===== src/qrs_div_stage.sv =====
// One step of a restoring divider: settles one quotient bit.
module qrs_div_stage #(
    parameter int NW = 48,
    parameter int DW = 20
) (
    input  logic [DW:0]   rem_in,
    input  logic [NW-1:0] num_in,
    input  logic [DW-1:0] den,
    output logic [DW:0]   rem_out,
    output logic [NW-1:0] num_out,
    output logic          q_bit
);

    logic [DW+1:0] shifted;

    always_comb
    begin
        shifted = {rem_in, num_in[NW-1]};
        num_out = {num_in[NW-2:0], 1'b0};
        if (shifted >= {2'b00, den})
        begin
            q_bit   = 1'b1;
            rem_out = (DW+1)'(shifted - {2'b00, den});
        end
        else
        begin
            q_bit   = 1'b0;
            rem_out = shifted[DW:0];
        end
    end

endmodule


===== config.mk =====
export PLATFORM = sky130hd
export DESIGN_NAME = qrs_div_stage
export DESIGN_NICKNAME = d
export VERILOG_FILES = /design/src/qrs_div_stage.sv
export SDC_FILE = /design/constraint.sdc
export NUM_CORES = 1
export LEC_CHECK = 0
export CAP_MARGIN = 5
export CORE_AREA = 2 2 62 64
export DETAILED_ROUTE_END_ITERATION = 7
export DIE_AREA = 0 0 64 66
export DONT_BUFFER_PORTS = 1
export PLACE_DENSITY = 0.71
export SKIP_LAST_GASP = 1
export SYNTH_ARGS = -nofsm -noshare
export SYNTH_HDL_FRONTEND = slang
export SYNTH_SLANG_ARGS = --single-unit

===== constraint.sdc =====
create_clock -name vclk -period 3.2
set_clock_uncertainty 0.1 [all_clocks]
set_input_delay 0.48 -clock vclk [all_inputs]
set_output_delay 0.48 -clock vclk [all_outputs]
set_load 0.02 [all_outputs]

==> results_dict.tcl <==
set metrics [dict create \
    clock.fmax_mhz 319 \
    first_iter_violations 169 \
    seq_area_sq_um 0 \
    most-common-layout-cells "32 x nand2_1, 31 x buf_4, 26 x inv_1, 25 x nor2_1, 23 x a21oi_1" \
    grt_max_degree 22 \
    area_delta_synth_final_pct -3.66 \
    swShare_pct 57.7 \
    pin_count 159 \
    wl_um 5140 \
    syn_inst 304 \
    p_clk_share_pct 0 \
    antenna_left 0 \
    slew_viol_final 0 \
    drt_first_pass_iters 4 \
    ir_drop_mv 0.126 \
    pwr-share-comb_pct 100.0 \
    finalCritPeriodShare_pct 97.8 \
    fp.coreArea_sq_um 3550 \
    cp_slowest_stage_delay_ps 420 \
    hold_path.class "in -> out" \
    wl_per_cell_um 15.9 \
    intPower_w 0.000211 \
    flops_and_latches 0 \
    stdcell_area_sq_um 1910 \
    final_common_cell "nand2_1" \
    placed_cell_area_sq_um 1820 \
    end_kind "primary output" \
    fp.dieW_um 64 \
    worstPathMaxFanout 6 \
    overflow 0 \
    yosysWarnings 0 \
    synthDistinctLibCells 55 \
    drc 0 \
    antenna_found_initial 0 \
    die_h_um 66 \
    drive_gt1_share_pct 19.9 \
    syn_area_per_cell_sq_um 6.52 \
    worstPathCellList "clkinv_8 > ha_4 > inv_2 > fa_2 > a211oi_4 > o21ai_2 > a211oi_2 > o211a_4 > buf_6 > nor4_4 > xor2_1 > buf_4" \
    cp-start-kind "input pin" \
    switching_power_w 0.000288 \
    ys_top_cells_by_area "buf_4 19%, ha_1 13%, nand2_1 6.1%" \
    row_count 22 \
    io_buffers 0 \
    dpl.hpwl_um 4140 \
    worst_slack_ps 69.3 \
    leakagePower_nw 0.870 \
    grt_pass1_vias 1841 \
    die-area_sq_um 4220 \
    postCtsHoldBufs 0 \
    synth_top_area_share_pct 19.0 \
    nNetsFinal 388 \
    pre_cts_ws_ps -38.5 \
    dr_total_vias 2004 \
    track_usage_pct 23.1 \
    crit_family "compound AO/OA/AOI/OAI gates" \
    viasPerCell 6.19 \
    min_period_ps 3130 \
    status "finished, final reports clean" \
    syn_nets 414 \
    finalSetupViolCount 0 \
    nClkBuffers 0 \
    netlist_area_sq_um 1980 \
    gp_congestion 0.900 \
    p_total_w 0.000500 \
    required_ps 2620 \
    yosysTopAreaCell "buf_4" \
    grt_pass1_wl_um 8110 \
    crit_slowest_cell "fa_2" \
    worst-path-buf-inv 4 \
    antenna_cells 0 \
    cap_violations 0 \
    seqPwrFrac_pct 0 \
    finalHoldViolations 0 \
    synth_seq_area_share_pct 0 \
    power_density_nw_per_um2 262 \
    floorplan.initialDensity_pct 55.8 \
    worst-setup-path-type "in -> out" \
    arrival_ps 2550 \
]
layout make-up:
cell class                 instances  area [sq um]
fill                             373          1640
tap                               48          60.1
multi-input combinational        214          1460
timing repair buffer              33           259
inverter                          29           126
cells by family after synthesis:
kind of cell	after synthesis	synth area share, %
AND/OR/NAND/NOR	91	21.5
XOR/XNOR	11	4.86
adder cells (fa/ha/maj)	21	13.6
AO/OA/AOI/OAI	85	28.8
other	1	0.189
multiplexers	5	2.84
buffers and inverters	90	28.2
metrics by stage:
step	utilization, %	TNS [ps]	hold slack [ps]	cells
floorplan	-	0	973	304
global placement	51.2	0	860	321
detailed placement	51.2	-43.8	860	321
CTS	51.3	0	860	321
global route	53.7	-33.3	860	324
finish	53.7	0	860	324
power groups by stage:
stage | Combinational (W) | Sequential [W] | Clock (W)
global route | 0.000545 | 0 | 0
floorplan | 0.000431 | 0 | 0
global placement | 0.000473 | 0 | 0
CTS | 0.000480 | 0 | 0
detailed placement | 0.000477 | 0 | 0
finish | 0.000500 | 0 | 0
cells in the mapped netlist (all sizes together) (4+ instances only):
cell and number:
buf 60, nand2 32, inv 29, a21oi 25, nor2 25, o21ai 22
ha 20, a31oi 6, nand4 6, xor2 6, nor3 5, o211ai 5
or3 5, xnor2 5, a211oi 4, nand3 4
path summary, 6_finish.rpt:
path | slack (ps) | startpoint | end | depth (start not counted)
max | 70 | num_in[47] | rem_out[20] | 12
min | 860 | num_in[13] | num_out[14] | 0
timing repair:
item,4_1_cts,5_1_grt
pin swaps,1,9
gates cloned,0,1
setup buffers,0,2
gates resized for setup,2,17
endpoints found under the setup margin,5,14
routing by layer:
layer  vias up  GRT usage [%]  routed length [um]  share of wire (%)
li1        957              -                   -                  -
met1       921           29.1                2060                 40
met3        26           2.21                 395                7.7
met5         -              0                   0                  0
met4         0           8.97                 164                3.2
met2       100           40.4                2520                 49
(Power assumes the default switching activity.)
