--- config.mk ---
export PLATFORM = sky130hd
export DESIGN_NAME = qrs_sqrt_stage
export DESIGN_NICKNAME = d
export VERILOG_FILES = /design/src/qrs_sqrt_stage.sv
export SDC_FILE = /design/constraint.sdc
export NUM_CORES = 1
export LEC_CHECK = 0
export CORE_ASPECT_RATIO = 0.5
export CORE_MARGIN = 2
export CORE_UTILIZATION = 25
export DETAILED_ROUTE_END_ITERATION = 8
export DONT_BUFFER_PORTS = 1
export SETUP_SLACK_MARGIN = 0.5
export SYNTH_ARGS = -nofsm -noshare
export SYNTH_HDL_FRONTEND = slang
export SYNTH_SLANG_ARGS = --single-unit
--- constraint.sdc ---
create_clock -name vclk -period 6.6
set_input_delay 1.32 -clock vclk [all_inputs]
set_output_delay 1.32 -clock vclk [all_outputs]
set_load 0.01 [all_outputs]
--- src/qrs_sqrt_stage.sv ---
// One combinational step of a restoring integer square root.
// Each step settles one result bit, two bits of the radicand at a time.
module qrs_sqrt_stage #(
    parameter int W   = 32,
    parameter int POS = 0
) (
    input  logic [W-1:0] rem_in,
    input  logic [W-1:0] res_in,
    output logic [W-1:0] rem_out,
    output logic [W-1:0] res_out
);

    logic [W-1:0] bit_w;
    logic [W-1:0] trial;

    always_comb
    begin
        bit_w = '0;
        bit_w[2*POS] = 1'b1;
        trial = res_in + bit_w;
        if (rem_in >= trial)
        begin
            rem_out = rem_in - trial;
            res_out = (res_in >> 1) + bit_w;
        end
        else
        begin
            rem_out = rem_in;
            res_out = res_in >> 1;
        end
    end

endmodule

==> metrics.md, run 1 <==
| Metric | Value |
|---|---|
| Critical Path Fanout Max | `12` |
| Setup TNS | `0 ns` |
| Initial core utilization | `0.261` |
| DR WL/cell | `18.1 um` |
| Via count | `3881` |
| Slew HR | `0.618` |
| Seq/Total Area, Yosys | `0` |
| First-pass GRT wire length | `between 15000 and 20000 um` |
| Critical path endpoint | `res_out[21]` |
| Post-DP HPWL | `about 10000 um` |
| Dpl ws | `about 0.25 ns` |
| Final setup vio count | `0` |
| CTS Hold Bufs | `0` |
| Synth top cells by count | `nand2_1 (85), xor2_1 (42), xnor2_1 (40), o21ai_0 (39)` |
| Core ar. | `approximately 13000 um2` |
| Largest delay share family, worst path | `simple AND/OR/NAND/NOR gates` |
| WS Path Type | `in -> out` |
| Highest Clock Rate | `around 170 MHz` |
| Max_cap viols | `0` |
| Synth top area share | `0.126` |
| Buffers & Inverters on Critical Path | `2` |
| Fin. max-slew vios | `0` |
| DRC Markers | `0` |
| Distinct cell type count after synthesis | `58` |
| Post-synthesis mux area share | `0.0133` |
| Final hold vios | `0` |
| Synth Area per Inst | `6.49 um2` |
| Clock buf count | `0` |
| Port Buffers | `0` |
| All-Layer GR Usage | `0.161` |
| Yosys Warn Count | `0` |
| P&R area growth vs syn | `22.7%` |
| Fillers | `between 1000 and 1500` |
| Mapped Area | `between 3000 and 4000 um2` |
| Congestion Overflow GR | `0` |
| # diodes | `0` |
| WHS Path Cells | `1` |
| Cell depth of the worst setup path | `18` |
| Data arrival, critical path | `4.65 ns` |
| Antenna violations before repair | `0` |
| Worst-path cell chain | `nand2_1, nor2_4, and3_4, and3_4, nand2_2, nor2_4, nand2_1, xor2_1, ha_1, nand4_1, a21oi_1, o32a_1, o311ai_4, buf_6, bufbuf_16, nor4b_4, nand2b_1, xnor2_2` |
| Gate Count Post-Synth | `520` |
| Mapped Nets | `between 600 and 700` |
| IO Count | `128` |
| TritonRoute pass-1 iters | `7` |
| CP Launch Type | `primary input` |
| Max IR drop VDD | `slightly above 0.00005 V` |
| CP max stage delay | `approximately 0.39 ns` |
| Nets | `640` |
| Least-Margin Pin Slew | `~0.57 ns` |
| Share of layout cells above drive strength 1 | `0.191` |
| Status | `completed` |
| Adder-cell area share of the yosys netlist | `0.132` |
| PD cells | `around 95 nW/um2` |
| Area of the multi-input gates | `3440 um2` |
| Row count | `29` |
| Post-synthesis xor/xnor area fraction | `0.213` |
| Synth Area in Compound Gates | `0.295` |
| CP max-delay cell | `ha_1` |
| DRT Wirelength | `12800 um` |
| Leakage | `1.66 nW` |
| Crit. Startpoint | `res_in[18]` |
| Hold crit path type | `in -> out` |
| Min Clock Period, post-route | `between 5 and 6 ns` |
| Critical Path RT | `roughly 5.3 ns` |
| Top-count cell post-synth | `nand2_1` |
| Initial DRC Count | `212` |
| Synth top area cells | `ha_1 (13%), xor2_1 (11%), xnor2_1 (10%)` |
| Final Worst Setup Slack | `between 0.6 and 0.7 ns` |
| Seq. cell area | `0 um2` |
| Area leader, netlist | `ha_1` |
| Die X | `approximately 170 um` |
| RSZ-0062 raised after global routing | `no` |
| Simple-gate share of the synthesized area | `0.289` |
| Die ar. | `14500 um2` |
| Final Util | `0.321` |
| Sequential cell count | `0` |
| Vias in the first global route | `between 3000 and 4000` |
| ANT nets after route | `0` |
| Placer Congestion | `0.856` |
| CP endpoint kind | `output pin` |
| Largest net degree at the start of global routing | `26` |
| Period utilisation layout | `0.904` |
| Main combinational cell family by area after synthesis | `compound AO/OA/AOI/OAI gates` |
| Die Y | `86.2 um` |
| Avg Vias per Cell | `5.47` |
## timing repair
item | CTS | global route
cloned | 3 | 0
pin swaps | 3 | 30
buffers inserted | 4 | 20
setup endpoints to repair | 37 | 64
resized for setup | 22 | 40
## layout make-up
cell class	instances	area share
multi-input combinational	478	0.830
timing repair buffer	42	0.101
tap	170	0.0513
inverter	19	0.0172
## layer usage
metal	wire, um	global-route usage	up-vias	part of all wire
met4	245	0.0337	0	0.019
met1	5360	0.205	1807	0.42
li1	-	-	1920	-
met2	6310	0.287	140	0.49
met5	0	0	-	0
met3	903	0.0288	14	0.070
## cell usage in the layout, fill, tap and decap left out, types with 4 or more instances in the layout
cell type and instances:
o211ai_1 7, o31ai_1 4, xnor2_1 38, o21a_1 6, nor3_1 13, and3_1 8, ha_2 7, a21o_1 22
inv_1 19, ha_1 24, nand4_1 18, nand3_1 17, buf_4 36, and3_4 4, nor2_1 32, o21ai_0 37
a21oi_1 37, xor2_1 40, nand2_2 8, nand2_1 77
## worst min-delay path by stage
| stage | startpoint | end | slack [ns] |
|---|---|---|---|
| after floorplan | res_in[15] | res_out[14] | 2.72 |
| after global placement | res_in[17] | res_out[16] | 2.73 |
| after detailed placement | res_in[3] | res_out[2] | 2.72 |
| after CTS | res_in[30] | res_out[29] | 2.71 |
| after global routing | res_in[14] | res_out[13] | 2.70 |
| final | res_in[14] | res_out[13] | 2.70 |
## metrics by stage
stage,area [um2],hold slack (ns),power (mW),std cells
floorplan,3380,2.72,0.275,520
global placement,3600,2.73,0.332,682
detailed placement,3600,2.72,0.333,682
CTS,3830,2.71,0.374,689
global route,4140,2.70,0.431,709
finish,4140,2.70,0.394,709
## logic make-up after synthesis
kind of cell,Yosys count
and+or+nand+nor,209
AOI/OAI and AO/OA,148
xor gates and xnor gates,82
buffers and inverters,42
adders and majority gates,35
muxes,4
## power by group
group	leakage (nW)	internal, mW	switching [mW]	total (mW)
sequential	0	0	0	0
clock	0	0	0	0
combinational	1.66	0.172	0.222	0.394
total	1.66	0.172	0.222	0.394
(Power assumes the default switching activity.)
==> run 2: changes to the inputs <==
CORE_MARGIN = not set   (was 2)
GPL_TIMING_DRIVEN = 0   (was not set)
==> run 2 against run 1 <==
  * The flow now finishes with violations (DRC)
  * Core utilization up 0.61 points
  * Routed wire length increased by 0.60%
  * Total power increased by 2.2%
  * Via count up 0.64%
  * Critical path type unchanged
==> metrics.md, run 2 (same netlist as run 1, synthesis figures left out) <==
| Metric | Value |
|---|---|
| TritonRoute pass-1 iters | `7 (unchanged)` |
| Seq. cell area | `0 um2 (unchanged)` |
| CP max stage delay | `0.43 ns (+0.04 ns)` |
| # diodes | `0 (unchanged)` |
| Final Worst Setup Slack | `0.562 ns (-0.0712 ns)` |
| Area of the multi-input gates | `3540 um2 (+2.9%)` |
| RSZ-0062 raised after global routing | `no` |
| Data arrival, critical path | `4.72 ns (+0.07 ns)` |
| Sequential cell count | `0 (unchanged)` |
| All-Layer GR Usage | `0.175 (+0.0137)` |
| ANT nets after route | `0 (unchanged)` |
| Final hold slack | `2.71 ns (+0.00936 ns)` |
| DR WL/cell | `18.1 um (-0.10%)` |
| Vias in the first global route | `3729 (+5.5%)` |
| Commonest non-fill, non-tap cell in the layout | `nand2_1` |
| Avg Vias per Cell | `5.47 (about the same)` |
| First-pass GRT wire length | `19600 um (+4.6%)` |
| Status | `complete, but fails checks` |
| PD cells | `95.4 nW/um2 (+0.27%)` |
| Pint | `162 uW (-6.2%)` |
| Nets | `645 (+0.78%)` |
| Critical Path Fanout Max | `9 (-3)` |
| Initial DRC Count | `247 (+17%)` |
| Clock power share | `0 (unchanged)` |
| Antenna violations before repair | `0 (unchanged)` |
| Setup TNS | `0 ns (unchanged)` |
| Placer Congestion | `0.928 (+8.3%)` |
| Combinational Power Share | `1.000 (about the same)` |
| CP endpoint kind | `output pin` |
| Die X | `166 um (-1.2%)` |
| Die ar. | `14000 um2 (-3.5%)` |
| CP Launch Type | `primary input` |
| DRC Markers | `3 (+3)` |
| Slew HR | `0.620 (+0.00140)` |
| Flop pwr share | `0 (unchanged)` |
| Final setup vio count | `0 (unchanged)` |
| Min Clock Period, post-route | `6.04 ns (+0.0712 ns)` |
| Die Y | `84.2 um (-2.3%)` |
| Final hold vios | `0 (unchanged)` |
| DRT Wirelength | `12900 um (+0.60%)` |
| Hold crit path type | `in -> out` |
| Worst-path cell chain | `clkbuf_2, nand4_1, buf_4, nor4_4, nand2_1, xor2_1, ha_2, nand2_1, nor2_2, o32a_1, o311ai_4, buf_6, buf_8, buf_4, or2_2, o211ai_1` |
| Initial core utilization | `0.261 (unchanged)` |
| Port Buffers | `0 (unchanged)` |
| Least-Margin Pin Slew | `0.565 ns (-0.00208 ns)` |
| Failing checks | `DRC` |
| Fin area | `4220 um2 (+1.9%)` |
| Max IR drop VDD | `0.0000419 V (-18%)` |
| Fin. max-slew vios | `0 (unchanged)` |
| WS Path Type | `in -> out` |
| Via count | `3906 (+0.64%)` |
| Net Sw Power | `241 uW (+8.7%)` |
| Leakage | `1.71 nW (+3.5%)` |
| Max_cap viols | `0 (unchanged)` |
| Congestion Overflow GR | `0 (unchanged)` |
| Sw Ratio | `0.599 (+0.0359)` |
| Crit. Startpoint | `res_in[13]` |
| Period utilisation layout | `0.915 (+0.0108)` |
| Cell Area, Placed | `3590 um2 (-0.35%)` |
| Fillers | `1397 (-1.7%)` |
| Post-DP HPWL | `10600 um (+5.0%)` |
| Critical path endpoint | `rem_out[29]` |
| P&R area growth vs syn | `25.0%` |
| Highest Clock Rate | `166 MHz (-1.2%)` |
| Core ar. | `12900 um2 (unchanged)` |
| Share of layout cells above drive strength 1 | `0.217 (+0.0258)` |
| IO Count | `128 (unchanged)` |
| Most frequent cells in the layout | `nand2_1 (79), xor2_1 (38), a21oi_1 (37), o21ai_0 (37), xnor2_1 (36)` |
| Clock buf count | `0 (unchanged)` |
| Dpl ws | `-0.326 ns (-0.576 ns)` |
| Largest net degree at the start of global routing | `11 (-58%)` |
| CP max-delay cell | `o211ai_1` |
| Critical Path RT | `5.28 ns (about the same)` |
| Row count | `29 (unchanged)` |
## run 2: power groups by stage
stage | Sequential (mW) | Combinational [mW] | Clock (mW)
finish | 0 | 0.403 | 0
global route | 0 | 0.441 | 0
CTS | 0 | 0.377 | 0
detailed placement | 0 | 0.349 | 0
global placement | 0 | 0.347 | 0
floorplan | 0 | 0.275 | 0
## run 2: area by class of cell
type | count | share of cell area
plain buffers | 23 | 0.0450
inverters | 19 | 0.0169
multi-input cells | 478 | 0.838
well taps | 170 | 0.0504
repair buffers | 24 | 0.0495
## run 2: repair_timing
item / 4_1_cts / 5_1_grt
hold buffers: 0 / 0
pin swaps: 13 / 31
setup endpoints to repair: 64 / 64
gates resized for setup: 57 / 58
setup buffers: 12 / 10
gates cloned: 1 / 1
## run 2: routing by layer
| layer | up-vias | global-route usage | wire length [um] |
|---|---|---|---|
| met5 | - | 0 | 0 |
| met1 | 1834 | 0.228 | 5650 |
| met3 | 16 | 0.0198 | 791 |
| met4 | 0 | 0.0354 | 221 |
| met2 | 130 | 0.311 | 6230 |
| li1 | 1926 | - | - |
## run 2: worst min path at each step
| stage | startpoint | depth (start not counted) | slack (ns) | endpoint |
|---|---|---|---|---|
| 6_report | res_in[18] | 1 | 2.71 | res_out[17] |
| 5_1_grt | res_in[18] | 1 | 2.72 | res_out[17] |
| 3_5_place_dp | res_in[16] | 1 | 2.72 | res_out[15] |
| 3_3_place_gp | res_in[17] | 1 | 2.73 | res_out[16] |
| 2_1_floorplan | res_in[15] | 1 | 2.72 | res_out[14] |
| 4_1_cts | res_in[22] | 1 | 2.72 | res_out[21] |
## run 2: stage by stage
| stage | std cells | utilization | power, mW |
|---|---|---|---|
| CTS | 703 | 0.301 | 0.377 |
| finish | 714 | 0.327 | 0.403 |
| global route | 714 | 0.327 | 0.441 |
| floorplan | 520 | - | 0.275 |
| global placement | 690 | 0.278 | 0.347 |
| detailed placement | 690 | 0.278 | 0.349 |
## run 2: worst max-delay path: cells and delay by family
| kind | cells | cell delay (ns) |
|---|---|---|
| AND/OR/NAND/NOR | 6 | 1.15 |
| AO/OA/AOI/OAI | 3 | 0.83 |
| buffers and inverters | 5 | 0.82 |
| adder cells (fa/ha/maj) | 1 | 0.41 |
| XOR/XNOR | 1 | 0.19 |
